$ cat src/design/fpa_pkg.sv
// Package for the fixed-point ALU: word format, opcodes, classes and shared types.
// Depends on nothing; fpa_front, fpa_queue, fpa_back and the top level import it.
`default_nettype none
package fpa_pkg;
   localparam int PORT_WIDTH = 32;
   localparam int WORD_WIDTH = 32;
   localparam int FRAC_BITS  = 8;
   localparam int DIV_WIDTH  = WORD_WIDTH + FRAC_BITS;

   localparam logic [3:0] OP_ADD      = 4'd0;
   localparam logic [3:0] OP_SUB      = 4'd1;
   localparam logic [3:0] OP_MUL      = 4'd2;
   localparam logic [3:0] OP_DIV      = 4'd3;
   localparam logic [3:0] OP_GT       = 4'd4;
   localparam logic [3:0] OP_GE       = 4'd5;
   localparam logic [3:0] OP_LT       = 4'd6;
   localparam logic [3:0] OP_LE       = 4'd7;
   localparam logic [3:0] OP_EQ       = 4'd8;
   localparam logic [3:0] OP_NE       = 4'd9;
   localparam logic [3:0] OP_MAX      = 4'd10;
   localparam logic [3:0] OP_MIN      = 4'd11;
   localparam logic [3:0] OP_INC      = 4'd12;
   localparam logic [3:0] OP_DEC      = 4'd13;
   localparam logic [3:0] OP_FROM_INT = 4'd14;
   localparam logic [3:0] OP_TO_INT   = 4'd15;

   localparam logic [1:0] CLS_SIMPLE = 2'd0;
   localparam logic [1:0] CLS_MUL    = 2'd1;
   localparam logic [1:0] CLS_DIV    = 2'd2;
   localparam logic [1:0] CLS_CMP    = 2'd3;

   typedef struct packed {
      logic [1:0]                   cls;
      logic [3:0]                   opcode;
      logic signed [WORD_WIDTH-1:0] operand_a;
      logic signed [WORD_WIDTH-1:0] operand_b;
   } item_type;

   typedef struct packed {
      logic [1:0]                   cls;
      logic                         cmp;
      logic                         dz;
      logic                         neg;
      logic signed [WORD_WIDTH-1:0] value;
      logic [WORD_WIDTH-1:0]        rem;
      logic [DIV_WIDTH-1:0]         dvd;
      logic [WORD_WIDTH-1:0]        dsr;
   } stage_type;
endpackage
`default_nettype wire

$ cat src/design/fpa_queue.sv
// Two-entry queue that decouples the front stage from the execution pipeline.
// Depends on fpa_pkg.
`default_nettype none
module fpa_queue (
   input  wire logic              clock,
   input  wire logic              reset,
   input  wire logic              push,
   input  wire fpa_pkg::item_type push_item,
   output      logic              full,
   input  wire logic              pop,
   output      logic              not_empty,
   output      fpa_pkg::item_type head_item
);
   import fpa_pkg::*;

   item_type   entry_ff [2];
   logic       wr_ptr_ff, wr_ptr_in;
   logic       rd_ptr_ff, rd_ptr_in;
   logic [1:0] count_ff, count_in;

   assign full      = (count_ff == 2'd2);
   assign not_empty = (count_ff != 2'd0);
   assign head_item = entry_ff[rd_ptr_ff];

   always_comb begin
      wr_ptr_in = push ? ~wr_ptr_ff : wr_ptr_ff;
      rd_ptr_in = pop ? ~rd_ptr_ff : rd_ptr_ff;
      count_in  = count_ff + {1'b0, push} - {1'b0, pop};
   end

   always_ff @(posedge clock) begin
      if (reset) begin
         wr_ptr_ff <= 1'b0;
         rd_ptr_ff <= 1'b0;
         count_ff  <= 2'd0;
      end else begin
         wr_ptr_ff <= wr_ptr_in;
         rd_ptr_ff <= rd_ptr_in;
         count_ff  <= count_in;
      end
      if (push) begin
         entry_ff[wr_ptr_ff] <= push_item;
      end
   end
endmodule
`default_nettype wire

$ cat config.mk
export PLATFORM = sky130hd
export DESIGN_NAME = fpa_queue
export DESIGN_NICKNAME = d
export VERILOG_FILES = /design/src/design/fpa_pkg.sv /design/src/design/fpa_queue.sv
export SDC_FILE = /design/constraint.sdc
export NUM_CORES = 1
export LEC_CHECK = 0
export BUFFER_PORTS_ARGS = -buffer_cell sky130_fd_sc_hd__buf_2
export CORE_MARGIN = 1
export CORE_UTILIZATION = 45
export CTS_CLUSTER_DIAMETER = 40
export CTS_CLUSTER_SIZE = 25
export DETAILED_ROUTE_END_ITERATION = 16
export PLACE_DENSITY = 0.67
export RECOVER_POWER = 100
export SLEW_MARGIN = 25
export SYNTH_ARGS = -nofsm -noshare
export SYNTH_HDL_FRONTEND = slang
export SYNTH_SLANG_ARGS = --single-unit
$ cat constraint.sdc
create_clock -name clock -period 4.6 [get_ports clock]
set_input_delay 0.23 -clock clock [delete_from_list [all_inputs] [get_ports clock]]
set_output_delay 0.23 -clock clock [all_outputs]
set_load 0.02 [all_outputs]
# [Yosys cells after proc, flatten, opt, wreduce, memory -nomap -nowiden]
# Memory sizes are Yosys's and may differ from the RTL's. A register that Yosys moved wholly into a read port is not among the register bits.
# Cells that the tools add are included.
[totals] register_bits=4 n_memories=1 latch_bits=0 out_inout_bits=72 inputBits=74 ram_bits=140 wordCells=14 romBits=0
[memory_table] memory="entry_ff" words=2 word_bits=70 read_ports=1 rd_clocked_by_memory_dff=1 write_ports=1 line_no="fpa_queue.sv:16" text="item_type entry_ff [2];"
[op_classes] muxes=4 n_addsub=2 shift=0 div_mod_pow=0 mul=0 magnitude_cmp=0 n_eq_ne=1 bitwise_logic=2 n_reduce_logical=1
[op_table] operator="1-bit two-way mux" count=4
[op_table] operator="2-bit by 1-bit adder with 2-bit output" count=1
[op_table] operator="2-bit == test, second input constant" count=1
[op_table] operator="1-bit NOT" count=2
[op_table] operator="2-bit nonzero test" count=1
[op_table] operator="2-bit by 1-bit subtractor with 2-bit output" count=1

# [Logic depth before layout (Yosys ltp)]
[depth] depth_word=3 ltp_mapped=6

# [Least setup slack after synthesis]
# OpenSTA, ideal clock, no wires.
[synth_timing] path_kind="register -> register" startpoint="reg wr_ptr_ff" endpoint="mem entry_ff[0][0] (netlist name) (enable)" setup_slack_ns=0.656 required_time_ns=4.093 path_stages_with_launch=2 setup_ns=0.507 arrival_time_ns=3.437 path_cell_list="dfxtp_1 -> nor2b_1"
[synth_rtl] item="start, declared" line_no="fpa_queue.sv:17" text="logic wr_ptr_ff, wr_ptr_in;"
[synth_rtl] item="start signal, assigned" line_no="fpa_queue.sv:37" text="wr_ptr_ff <= wr_ptr_in;"
[synth_rtl] item="end, declared" line_no="fpa_queue.sv:16"
# Straight into the memory's write port.

# [Worst setup path after layout]
[layout_timing] startpoint="reg wr_ptr_ff" endpoint="mem entry_ff[1][19] (netlist name) (enable)"
# Straight into the memory's write port.

==> results.txt <==
GPL Wtd Cong = 0.649
Slew Viols, Final = 95
Fill count = 997
Largest net degree at the start of global routing = 71
Tmin final = 3.27 ns
Busiest grt layer = met2
Worst R2R Setup Slack = 1.33 ns
Final count of hold timing violations = 0
CTS H-Tree Depth = 4
Core region area = 0.0121 mm^2
Family with the most delay on the worst path = simple AND/OR/NAND/NOR gates
Bufs on Longest Clock Path = 2
Clk_lat worst skew = 0.41 ns
Finished Cell Area = 0.00724 mm^2
Hold/Removal Path Class = input port to flop
Synth Net Count = 315
# nets final = 533
Clock skew = 0.00853 ns
Netlist cell types = 13
Final WL = 9520 um
Pwr/cell area = 436 mW/mm^2
Worst-path cell chain = and2_1
Syn avg cell area = 23.5 um^2
Post-Syn Instances = 239
Area grow syn2layout = 28.6%
Max frequency = 305 MHz
Post-Synthesis Cell Area = 0.00563 mm^2
Maximum VDD drop = 0.282 mV
#FFs+latches synth = 145
M1 GR Usage = 17.1%
Sequential share of the synthesized area = 76.5%
Root Buffer = clkbuf_16
Worst path bufs/invs = 0
Outcome = finished with violations
CTS tree = built
Ant. Diodes = 0
First-pass GRT wire length = 14,800 um
Met3 usage = 6.06%
I/O pins = 146
Wire per inst = 14.9 um
Fin Setup TNS = 0 ns
Commonest non-fill, non-tap cells in the layout = edfxtp_1 (140), buf_2 (97), mux2_1 (64)
RSZ-0062 raised after global routing = false
Commonest non-fill, non-tap cell in the layout = edfxtp_1
Ratio of cells with drive above 1 in the final layout = 27.7%
Met2 GRT Util = 27.0%
Vias per inst = 4.48
Inst Count DP = 546
GRT Total Usage = 15.8%
Max_cap viols = 2
Vias = 2,852
Clock transition at the registers of the reported paths = 0.06 ns
Failing checks = capacitance limit, slew limit
HPWL after detailed placement = 5580 um
Die Ht = 114 um
CP Max Fanout = 70
Post-DP Area = 0.00644 mm^2
Max incr delay on CP = 2.38 ns
Required @ worst endpoint = 4.54 ns
Congestion Overflow GR = 0
Slowest-stage cell, CP = and2_1
1st-iter DRT viols = 77
Final period util = 71.2%
Layout Cells excl Fill = 637
Setup Buffers After CTS = 0
TritonCTS Buffers = 17
Vias in the first global route = 3,037
Storage cell area = 0.00431 mm^2
Critical path arrival = 3.22 ns
Worst slew margin = -121%
DRC = 0
Warnings, synthesis = 0
First-pass iteration count of the detailed router = 4
Critical Path End Type = flop
Post-cts resize count = 0
CP Launch Type = flop
Final count of negative-setup-slack endpoints = 0
Initial antenna violation count = 0
Worst slew pin tran = 3.31 ns
Die footprint = 0.0130 mm^2
P_leak = 2.67 nW
Initial core utilization = 46.4%
Chip width = 114 um
I/O Buffers = 145
# rows = 40
Post-DRT Antenna Nets = 0
# clock sinks = 145
Setup CP Type = flop to flop
Multi-input logic area = 922 um^2
## metrics by stage
stage	util, %	hold WS (ns)	setup slack (ns)	power, W
after CTS	62.3	0.0000278	1.89	0.00326
after floorplan	-	0.302	0.656	0.00192
final	59.8	0.0354	1.33	0.00315
after global placement	53.2	0.417	2.38	0.00202
after detailed placement	53.2	0.422	2.34	0.00203
after global routing	59.8	0.0209	1.02	0.00327
## cell type report
cell class | count | share of cell area (%)
clock buffer | 21 | 6.09
tap | 168 | 2.90
multi-input combinational | 84 | 12.7
timing repair buffer | 207 | 17.7
sequential | 145 | 59.5
clock inverter | 10 | 0.968
inverter | 2 | 0.104
## sequential cells by signal (all words and copies together), names as in the netlist, named ones only
signal	count
rd_ptr_ff	1
wr_ptr_ff	1
entry_ff	140
count_ff	2
## cell usage after synthesis (all sizes together)
library cell	count	share of area, %
mux2	70	19
inv	2	0.13
edfxtp	140	75
buf	8	2.7
and2	1	0.11
xnor2	2	0.31
nor2	4	0.27
xnor3	1	0.40
or2	1	0.11
dfxtp	5	1.8
ha	2	0.44
nor2b	3	0.33
## final timing paths
check                           depth (start not counted)              end     startpoint
worst max-delay path                                    1  entry_ff[1][19]      wr_ptr_ff
worst min-delay path                                    1  entry_ff[0][12]  push_item[12]
worst max register to register                          1  entry_ff[1][19]      wr_ptr_ff
worst min register to register                          2             flop      rd_ptr_ff
## report_power, final
group	switching (W)	internal (W)	total, W
logic	0.000215	0.000166	0.000381
registers	0.0000359	0.00155	0.00158
clock network	0.000465	0.000725	0.00119
total	0.000716	0.00244	0.00315
## routing by layer
layer | vias to the layer above | wire length, um
met5 | - | 0
met1 | 1354 | 3930
met2 | 105 | 4770
met3 | 17 | 600
met4 | 0 | 225
li1 | 1376 | -
## kinds of logic after synthesis
family	count (synthesis)	synth area share (%)
adders and majority gates	2	0.445
muxes	70	18.7
and+or+nand+nor	9	0.823
DFF	145	76.5
xor gates and xnor gates	3	0.712
buffers and inverters	10	2.82
## repair_timing
action,in CTS,in global routing
hold buffers,60,0
hold endpoints to repair,119,0
endpoints found under the setup margin,0,0
Power figures use the tool's default switching activity.
