## src/design/fpa_pkg.sv

```systemverilog
// Package for the fixed-point ALU: word format, opcodes, classes and shared types.
// Depends on nothing; fpa_front, fpa_queue, fpa_back and the top level import it.
`default_nettype none
package fpa_pkg;
   localparam int PORT_WIDTH = 32;
   localparam int WORD_WIDTH = 32;
   localparam int FRAC_BITS  = 8;
   localparam int DIV_WIDTH  = WORD_WIDTH + FRAC_BITS;

   localparam logic [3:0] OP_ADD      = 4'd0;
   localparam logic [3:0] OP_SUB      = 4'd1;
   localparam logic [3:0] OP_MUL      = 4'd2;
   localparam logic [3:0] OP_DIV      = 4'd3;
   localparam logic [3:0] OP_GT       = 4'd4;
   localparam logic [3:0] OP_GE       = 4'd5;
   localparam logic [3:0] OP_LT       = 4'd6;
   localparam logic [3:0] OP_LE       = 4'd7;
   localparam logic [3:0] OP_EQ       = 4'd8;
   localparam logic [3:0] OP_NE       = 4'd9;
   localparam logic [3:0] OP_MAX      = 4'd10;
   localparam logic [3:0] OP_MIN      = 4'd11;
   localparam logic [3:0] OP_INC      = 4'd12;
   localparam logic [3:0] OP_DEC      = 4'd13;
   localparam logic [3:0] OP_FROM_INT = 4'd14;
   localparam logic [3:0] OP_TO_INT   = 4'd15;

   localparam logic [1:0] CLS_SIMPLE = 2'd0;
   localparam logic [1:0] CLS_MUL    = 2'd1;
   localparam logic [1:0] CLS_DIV    = 2'd2;
   localparam logic [1:0] CLS_CMP    = 2'd3;

   typedef struct packed {
      logic [1:0]                   cls;
      logic [3:0]                   opcode;
      logic signed [WORD_WIDTH-1:0] operand_a;
      logic signed [WORD_WIDTH-1:0] operand_b;
   } item_type;

   typedef struct packed {
      logic [1:0]                   cls;
      logic                         cmp;
      logic                         dz;
      logic                         neg;
      logic signed [WORD_WIDTH-1:0] value;
      logic [WORD_WIDTH-1:0]        rem;
      logic [DIV_WIDTH-1:0]         dvd;
      logic [WORD_WIDTH-1:0]        dsr;
   } stage_type;
endpackage
`default_nettype wire

```

## src/design/fpa_front.sv

```systemverilog
// Front stage: registers an incoming transaction and tags it with its operation class.
// Depends on fpa_pkg.
`default_nettype none
module fpa_front (
   input  wire logic                 clock,
   input  wire logic                 reset,
   input  wire logic                 req_push,
   output      logic                 req_full,
   input  wire logic [3:0]           req_opcode,
   input  wire logic signed [31:0]   req_operand_a,
   input  wire logic signed [31:0]   req_operand_b,
   input  wire logic                 q_full,
   output      logic                 q_push,
   output      fpa_pkg::item_type    q_item
);
   import fpa_pkg::*;

   logic     valid_ff, valid_in;
   item_type item_ff, item_in;
   logic     accept;

   assign req_full = valid_ff & q_full;
   assign accept   = req_push & ~req_full;
   assign q_push   = valid_ff & ~q_full;
   assign q_item   = item_ff;

   always_comb begin
      item_in           = item_ff;
      valid_in          = valid_ff & q_full;
      if (accept) begin
         valid_in           = 1'b1;
         item_in.opcode     = req_opcode;
         item_in.operand_a  = req_operand_a[WORD_WIDTH-1:0];
         item_in.operand_b  = req_operand_b[WORD_WIDTH-1:0];
         case (req_opcode)
            OP_MUL: begin
               item_in.cls = CLS_MUL;
            end
            OP_DIV: begin
               item_in.cls = CLS_DIV;
            end
            OP_GT, OP_GE, OP_LT, OP_LE, OP_EQ, OP_NE: begin
               item_in.cls = CLS_CMP;
            end
            default: begin
               item_in.cls = CLS_SIMPLE;
            end
         endcase
      end
   end

   always_ff @(posedge clock) begin
      if (reset) begin
         valid_ff <= 1'b0;
      end else begin
         valid_ff <= valid_in;
      end
      item_ff <= item_in;
   end
endmodule
`default_nettype wire

```

## config.mk

```make
export PLATFORM = sky130hd
export DESIGN_NAME = fpa_front
export DESIGN_NICKNAME = d
export VERILOG_FILES = /design/src/design/fpa_pkg.sv /design/src/design/fpa_front.sv
export SDC_FILE = /design/constraint.sdc
export NUM_CORES = 1
export LEC_CHECK = 0
export CELL_PAD_IN_SITES_DETAIL_PLACEMENT = 0
export CELL_PAD_IN_SITES_GLOBAL_PLACEMENT = 1
export CORE_ASPECT_RATIO = 0.9
export CORE_MARGIN = 3
export CORE_UTILIZATION = 45
export DETAILED_ROUTE_END_ITERATION = 12
export DONT_BUFFER_PORTS = 1
export PLACE_DENSITY_LB_ADDON = 0.1
export SLEW_MARGIN = 20
export SYNTH_ARGS = -nofsm -noshare
export SYNTH_HDL_FRONTEND = slang
export SYNTH_SLANG_ARGS = --single-unit
```

## constraint.sdc

```tcl
create_clock -name clock -period 7.38 [get_ports clock]
set_input_delay 1.476 -clock clock [delete_from_list [all_inputs] [get_ports clock]]
set_output_delay 1.476 -clock clock [all_outputs]
set_load 0.05 [all_outputs]
```

## Word-level counts from Yosys, hierarchy flattened

Memories as Yosys holds them, arrays and structs flattened. A register that Yosys moved wholly into a read port is not among the register bits.
Cells that the tools add are included.

| word-level totals | value |
|---|---|
| bits in registers | 69 |
| memory bits (read-only) | 32 |
| bits of input ports | 72 |
| output and inout port bits | 72 |
| word-level logic and storage cells | 11 |
| memories | 1 |

Memories:

| name | words | width | rd ports | clocked after Yosys merged registers in | wr ports | RTL line | source |
|---|---|---|---|---|---|---|---|
| (no name shown) | 16 | 2 | 1 | 1 | 0 | fpa_front.sv:35 | `case (req_opcode)` |

| operators by class | value |
|---|---|
| multiplexer cells | 1 |
| bitwise gates (word level) | 5 |

Operators by type and width:

| cell | count |
|---|---|
| bitwise AND 1 bit | 3 |
| NOT 1 bit | 2 |
| 2-to-1 mux 1 bit | 1 |

## Depth between registers and ports, before layout

| depth | value |
|---|---|
| depth after elaboration | 4 |
| mapped depth | 3 |
| mapped depth without buffers | 3 |

## Least setup slack after synthesis

OpenSTA, ideal clock, no wires.

| path | value |
|---|---|
| path kind | input to register |
| start point | in q_full |
| end point | reg item_ff, in the netlist q_item[0], enable pin |
| library setup time | 443 ps |
| arrival | 3524 ps |
| data required time | 6937 ps |
| setup slack | 3413 ps |
| cell stages on the path | 2 |
| path buffers | 0 |
| cells stage by stage | and2_4 nor2b_2 |

| between the ends | value |
|---|---|
| longest elaborated chain between the ends | 3 |

RTL lines:

| element | RTL line | source |
|---|---|---|
| start, declared | fpa_front.sv:12 | `input wire logic q_full,` |
| bitwise AND 1 bit | fpa_front.sv:22 | `assign req_full = valid_ff & q_full;` |
| NOT 1 bit | fpa_front.sv:23 | `assign accept = req_push & ~req_full;` |
| bitwise AND 1 bit | fpa_front.sv:23 |  |
| via accept | fpa_front.sv:20 | `logic accept;` |
| end signal, assigned | fpa_front.sv:58 | `item_ff <= item_in;` |
| end, declared | fpa_front.sv:19 | `item_type item_ff, item_in;` |

The timed path passes the listed nets, and every way through them passes these cells.
A chain may end at the register's enable or synchronous reset.

## Worst setup path after layout

| path | value |
|---|---|
| start point | in q_full |
| end point | out q_push |

| between the ends | value |
|---|---|
| longest elaborated chain between the ends | 2 |

RTL lines:

| element | RTL line | source |
|---|---|---|
| NOT 1 bit | fpa_front.sv:24 | `assign q_push = valid_ff & ~q_full;` |
| bitwise AND 1 bit | fpa_front.sv:24 |  |
| end, declared | fpa_front.sv:13 | `output logic q_push,` |

No other way between the ends.

==> impl_results.html <==
<table>
<tr><th>Metric</th><th>Value</th></tr>
<tr><th colspan="2">Drt</th></tr>
<tr><td>Drt total wl</td><td>3.83 mm</td></tr>
<tr><td>Count of vias placed by the detailed router</td><td>813</td></tr>
<tr><td>First-pass iteration count of the detailed router</td><td>4</td></tr>
<tr><td>Number of remaining DRC errors</td><td>0</td></tr>
<tr><td>WL/cell</td><td>23.9 um</td></tr>
<tr><td>Drt via density</td><td>5.08</td></tr>
<tr><td>Number of nets with antenna violations after routing</td><td>0</td></tr>
<tr><td>DRC marker count from the first detailed-route iteration</td><td>42</td></tr>
<tr><th colspan="2">Layout</th></tr>
<tr><td>Net total in the final layout</td><td>167</td></tr>
<tr><td>Ratio of cells with drive above 1 in the final layout</td><td>0.153</td></tr>
<tr><td>Layout-stage area growth over the synthesis result</td><td>10.6%</td></tr>
<tr><td>Fraction of the core area covered by cells at the end of the flow</td><td>0.530</td></tr>
<tr><td>Diodes inserted</td><td>0</td></tr>
<tr><td>Fillcell total</td><td>355</td></tr>
<tr><th colspan="2">Clock tree</th></tr>
<tr><td>Total clock buffers created by CTS</td><td>9</td></tr>
<tr><td>Clock tree from TritonCTS</td><td>done</td></tr>
<tr><td>Hold_buf cts</td><td>0</td></tr>
<tr><td>Worst-case clock buffer depth</td><td>2</td></tr>
<tr><td>Clock net sink count</td><td>71</td></tr>
<tr><td>Reg clk slew, reported paths</td><td>0.06 ns</td></tr>
<tr><td>Worst skew pair latency</td><td>0.32 ns</td></tr>
<tr><td>H-tree lvl count</td><td>3</td></tr>
<tr><td>Root buffer cell</td><td>clkbuf_8</td></tr>
<tr><td>Cts repair resizes</td><td>0</td></tr>
<tr><td>Setup Fix Bufs, Post-CTS</td><td>0</td></tr>
<tr><th colspan="2">Die</th></tr>
<tr><td>Die W</td><td>79.6 um</td></tr>
<tr><td>Initial standard-cell utilization of the core</td><td>0.479</td></tr>
<tr><td>Cell row count</td><td>23</td></tr>
<tr><td>Full die area</td><td>0.00575 mm^2</td></tr>
<tr><td>Top-Level Pins</td><td>144</td></tr>
<tr><td>Core ar.</td><td>0.00458 mm^2</td></tr>
<tr><td>Die boundary height</td><td>72.2 um</td></tr>
<tr><th colspan="2">Setup path</th></tr>
<tr><td>Highest-delay cell along the critical path</td><td>and2b_2</td></tr>
<tr><td>Category of the critical setup timing path</td><td>input pin to output port</td></tr>
<tr><td>Worst-path maximum fanout</td><td>2</td></tr>
<tr><td>Critical path launch point type</td><td>input pin</td></tr>
<tr><td>Worst-path cell chain</td><td>and2b_2</td></tr>
<tr><td>Kind of cell with the highest combined delay on the critical path</td><td>simple AND/OR/NAND/NOR gates</td></tr>
<tr><td>CP Buf/Inv Count</td><td>0</td></tr>
<tr><td>Worst EP arrival</td><td>1.83 ns</td></tr>
<tr><td>WP data required</td><td>5.90 ns</td></tr>
<tr><td>Category of the worst setup path capture point</td><td>output port</td></tr>
<tr><td>Slowest cell delay on critical path</td><td>0.35 ns</td></tr>
<tr><th colspan="2">Yosys</th></tr>
<tr><td>Portion of synthesized cell area occupied by the leading cell type</td><td>0.959</td></tr>
<tr><td>Synthesized area per cell</td><td>26.4 um^2</td></tr>
<tr><td>Synth Warn #</td><td>0</td></tr>
<tr><td>Count of unique library cells instantiated by Yosys</td><td>11</td></tr>
<tr><td>Leading cell types by count after synthesis</td><td>edfxtp_1 (70), a21oi_1 (2), nor2_2 (2), o21ai_1 (2)</td></tr>
<tr><td>Most instantiated library cell after synthesis</td><td>edfxtp_1</td></tr>
<tr><td>Cell count after synthesis</td><td>83</td></tr>
<tr><td>Sequential element share of the synthesized area</td><td>0.968</td></tr>
<tr><td>Post-synthesis sequential element count</td><td>71</td></tr>
<tr><td>Post-synthesis net count</td><td>155</td></tr>
<tr><td>Flip-flop cell with the highest count after synthesis</td><td>edfxtp_1</td></tr>
<tr><td>Proportion of register bits with asynchronous set or reset after synthesis</td><td>0</td></tr>
<tr><td>Area contributors post-synth</td><td>edfxtp_1 (96%), dfxtp_1 (0.91%), nor2_2 (0.57%)</td></tr>
<tr><td>Number of enable-type register cells in the synthesized netlist</td><td>70</td></tr>
<tr><td>Dominant cell type by area after synthesis</td><td>edfxtp_1</td></tr>
<tr><td>Post-Synthesis Cell Area</td><td>0.00219 mm^2</td></tr>
<tr><th colspan="2">Pwr</th></tr>
<tr><td>Total power divided by cell area</td><td>334 mW/mm^2</td></tr>
<tr><td>Worst vdd rail ir drop</td><td>0.143 mV</td></tr>
<tr><td>Leakage component of the power</td><td>0.800 nW</td></tr>
<tr><th colspan="2">STA</th></tr>
<tr><td>Final number of setup-violating endpoints</td><td>0</td></tr>
<tr><td>Minimum setup slack in the final design</td><td>4.08 ns</td></tr>
<tr><td>Max-Slew Margin vs Limit</td><td>0.453</td></tr>
<tr><td>F_max</td><td>303 MHz</td></tr>
<tr><td>Final worst path period need</td><td>3.30 ns</td></tr>
<tr><td>Fin Setup TNS</td><td>0 ns</td></tr>
<tr><td>Least-Margin Pin Slew</td><td>0.821 ns</td></tr>
<tr><td>Worst hold margin</td><td>0.695 ns</td></tr>
<tr><td>Final hold vios</td><td>0</td></tr>
<tr><td>Clock skew</td><td>0.00803 ns</td></tr>
<tr><td>Unrepaired setup endpoints after global routing</td><td>no</td></tr>
<tr><td>Final number of max-transition violations</td><td>0</td></tr>
<tr><td>Period utilisation layout</td><td>0.448</td></tr>
<tr><th colspan="2">Global route</th></tr>
<tr><td>Maximum number of pins on one net before global-route repair</td><td>71</td></tr>
<tr><td>Vias in the first global route</td><td>881</td></tr>
<tr><td>Antenna violations before repair</td><td>0</td></tr>
<tr><td>Global Route met3 Usage</td><td>0.0993</td></tr>
<tr><td>Met1 track utilization from global routing</td><td>0.118</td></tr>
<tr><td>Global-route wire length before repair</td><td>5.13 mm</td></tr>
<tr><td>Residual overflow from global routing</td><td>0</td></tr>
<tr><td>Global-route usage over all layers</td><td>0.133</td></tr>
<tr><td>GR met2 Demand/Resource</td><td>0.209</td></tr>
<tr><td>Most heavily used metal layer in global routing</td><td>met2</td></tr>
<tr><th colspan="2">Run status</th></tr>
<tr><td>Result of the run</td><td>completed</td></tr>
<tr><th colspan="2">Placement</th></tr>
<tr><td>Count of input and output buffers</td><td>0</td></tr>
<tr><td>DP HPWL</td><td>2.78 mm</td></tr>
<tr><td>Routability cong.</td><td>0.649</td></tr>
<tr><td>Worst setup slack after placement</td><td>4.07 ns</td></tr>
<tr><th colspan="2">Job</th></tr>
<tr><td>Number of violations of the max-capacitance limit</td><td>0</td></tr>
<tr><th colspan="2">Hold path</th></tr>
<tr><td>Worst min path class</td><td>register to register</td></tr>
</table>
==> layout by cell type, fill, tap and decap left out <==
master,count
edfxtp_1,70
clkbuf_1,1
clkinv_1,4
buf_4,1
nor2_2,2
and2b_2,1
inv_1,1
a21oi_1,2
dfxtp_1,1
nor2b_4,1
clkbuf_8,9
o21ai_1,2
nor2_1,1
nand2_1,1
and2_4,1
==> layout make-up <==
cell class / instances / area (um^2) / area share
clock inverters: 4 / 15.0 / 0.00619
well taps: 62 / 77.6 / 0.0320
flip-flops and latches: 71 / 2120 / 0.875
repair buffers: 1 / 7.51 / 0.00310
multi-input cells: 11 / 71.3 / 0.0294
inverters: 1 / 3.75 / 0.00155
clock buffers: 10 / 128 / 0.0526
==> state kept, by name, summed over array words and instances, names as in the netlist <==
signal    count
q_item       70
valid_ff      1
==> metrics by stage <==
stage | std cells | total power (W) | instance area (um^2)
2_1_floorplan | 83 | 0.000579 | 2190
3_3_place_gp | 146 | 0.000585 | 2280
3_5_place_dp | 146 | 0.000586 | 2280
4_1_cts | 160 | 0.000821 | 2420
5_1_grt | 160 | 0.000840 | 2420
6_report | 160 | 0.000809 | 2420
==> where the power goes <==
part | switching, W | internal, W | total, W
Combinational | 0.0000120 | 0.00000247 | 0.0000144
Sequential | 0.0000876 | 0.000475 | 0.000562
Clock | 0.000118 | 0.000114 | 0.000232
Total | 0.000218 | 0.000591 | 0.000809
==> routing by layer <==
metal  vias up  wire (um)
li1        351          -
met1       379       1250
met5         -          0
met3         4        550
met2        79       1990
met4         0         36
==> kinds of logic after synthesis <==
| group | Yosys count | synth area share |
|---|---|---|
| buffers and inverters | 1 | 0.00171 |
| AO/OA/AOI/OAI | 4 | 0.00913 |
| flip-flops | 71 | 0.968 |
| AND/OR/NAND/NOR | 7 | 0.0211 |
==> worst paths after layout <==
| kind | slack [ns] | depth (start not counted) | start | end |
|---|---|---|---|---|
| worst max-delay path | 4.08 | 1 | q_full | q_push |
| worst min-delay path | 0.70 | 3 | valid_ff$_SDFF_PP0_ | valid_ff$_SDFF_PP0_ |
| worst max register to register | 5.71 | 3 | valid_ff$_SDFF_PP0_ | q_item[33]$_DFFE_PP_ |
| worst min register to register | 0.70 | 3 | valid_ff$_SDFF_PP0_ | valid_ff$_SDFF_PP0_ |
Note: power is estimated with default switching activity, not from simulation.
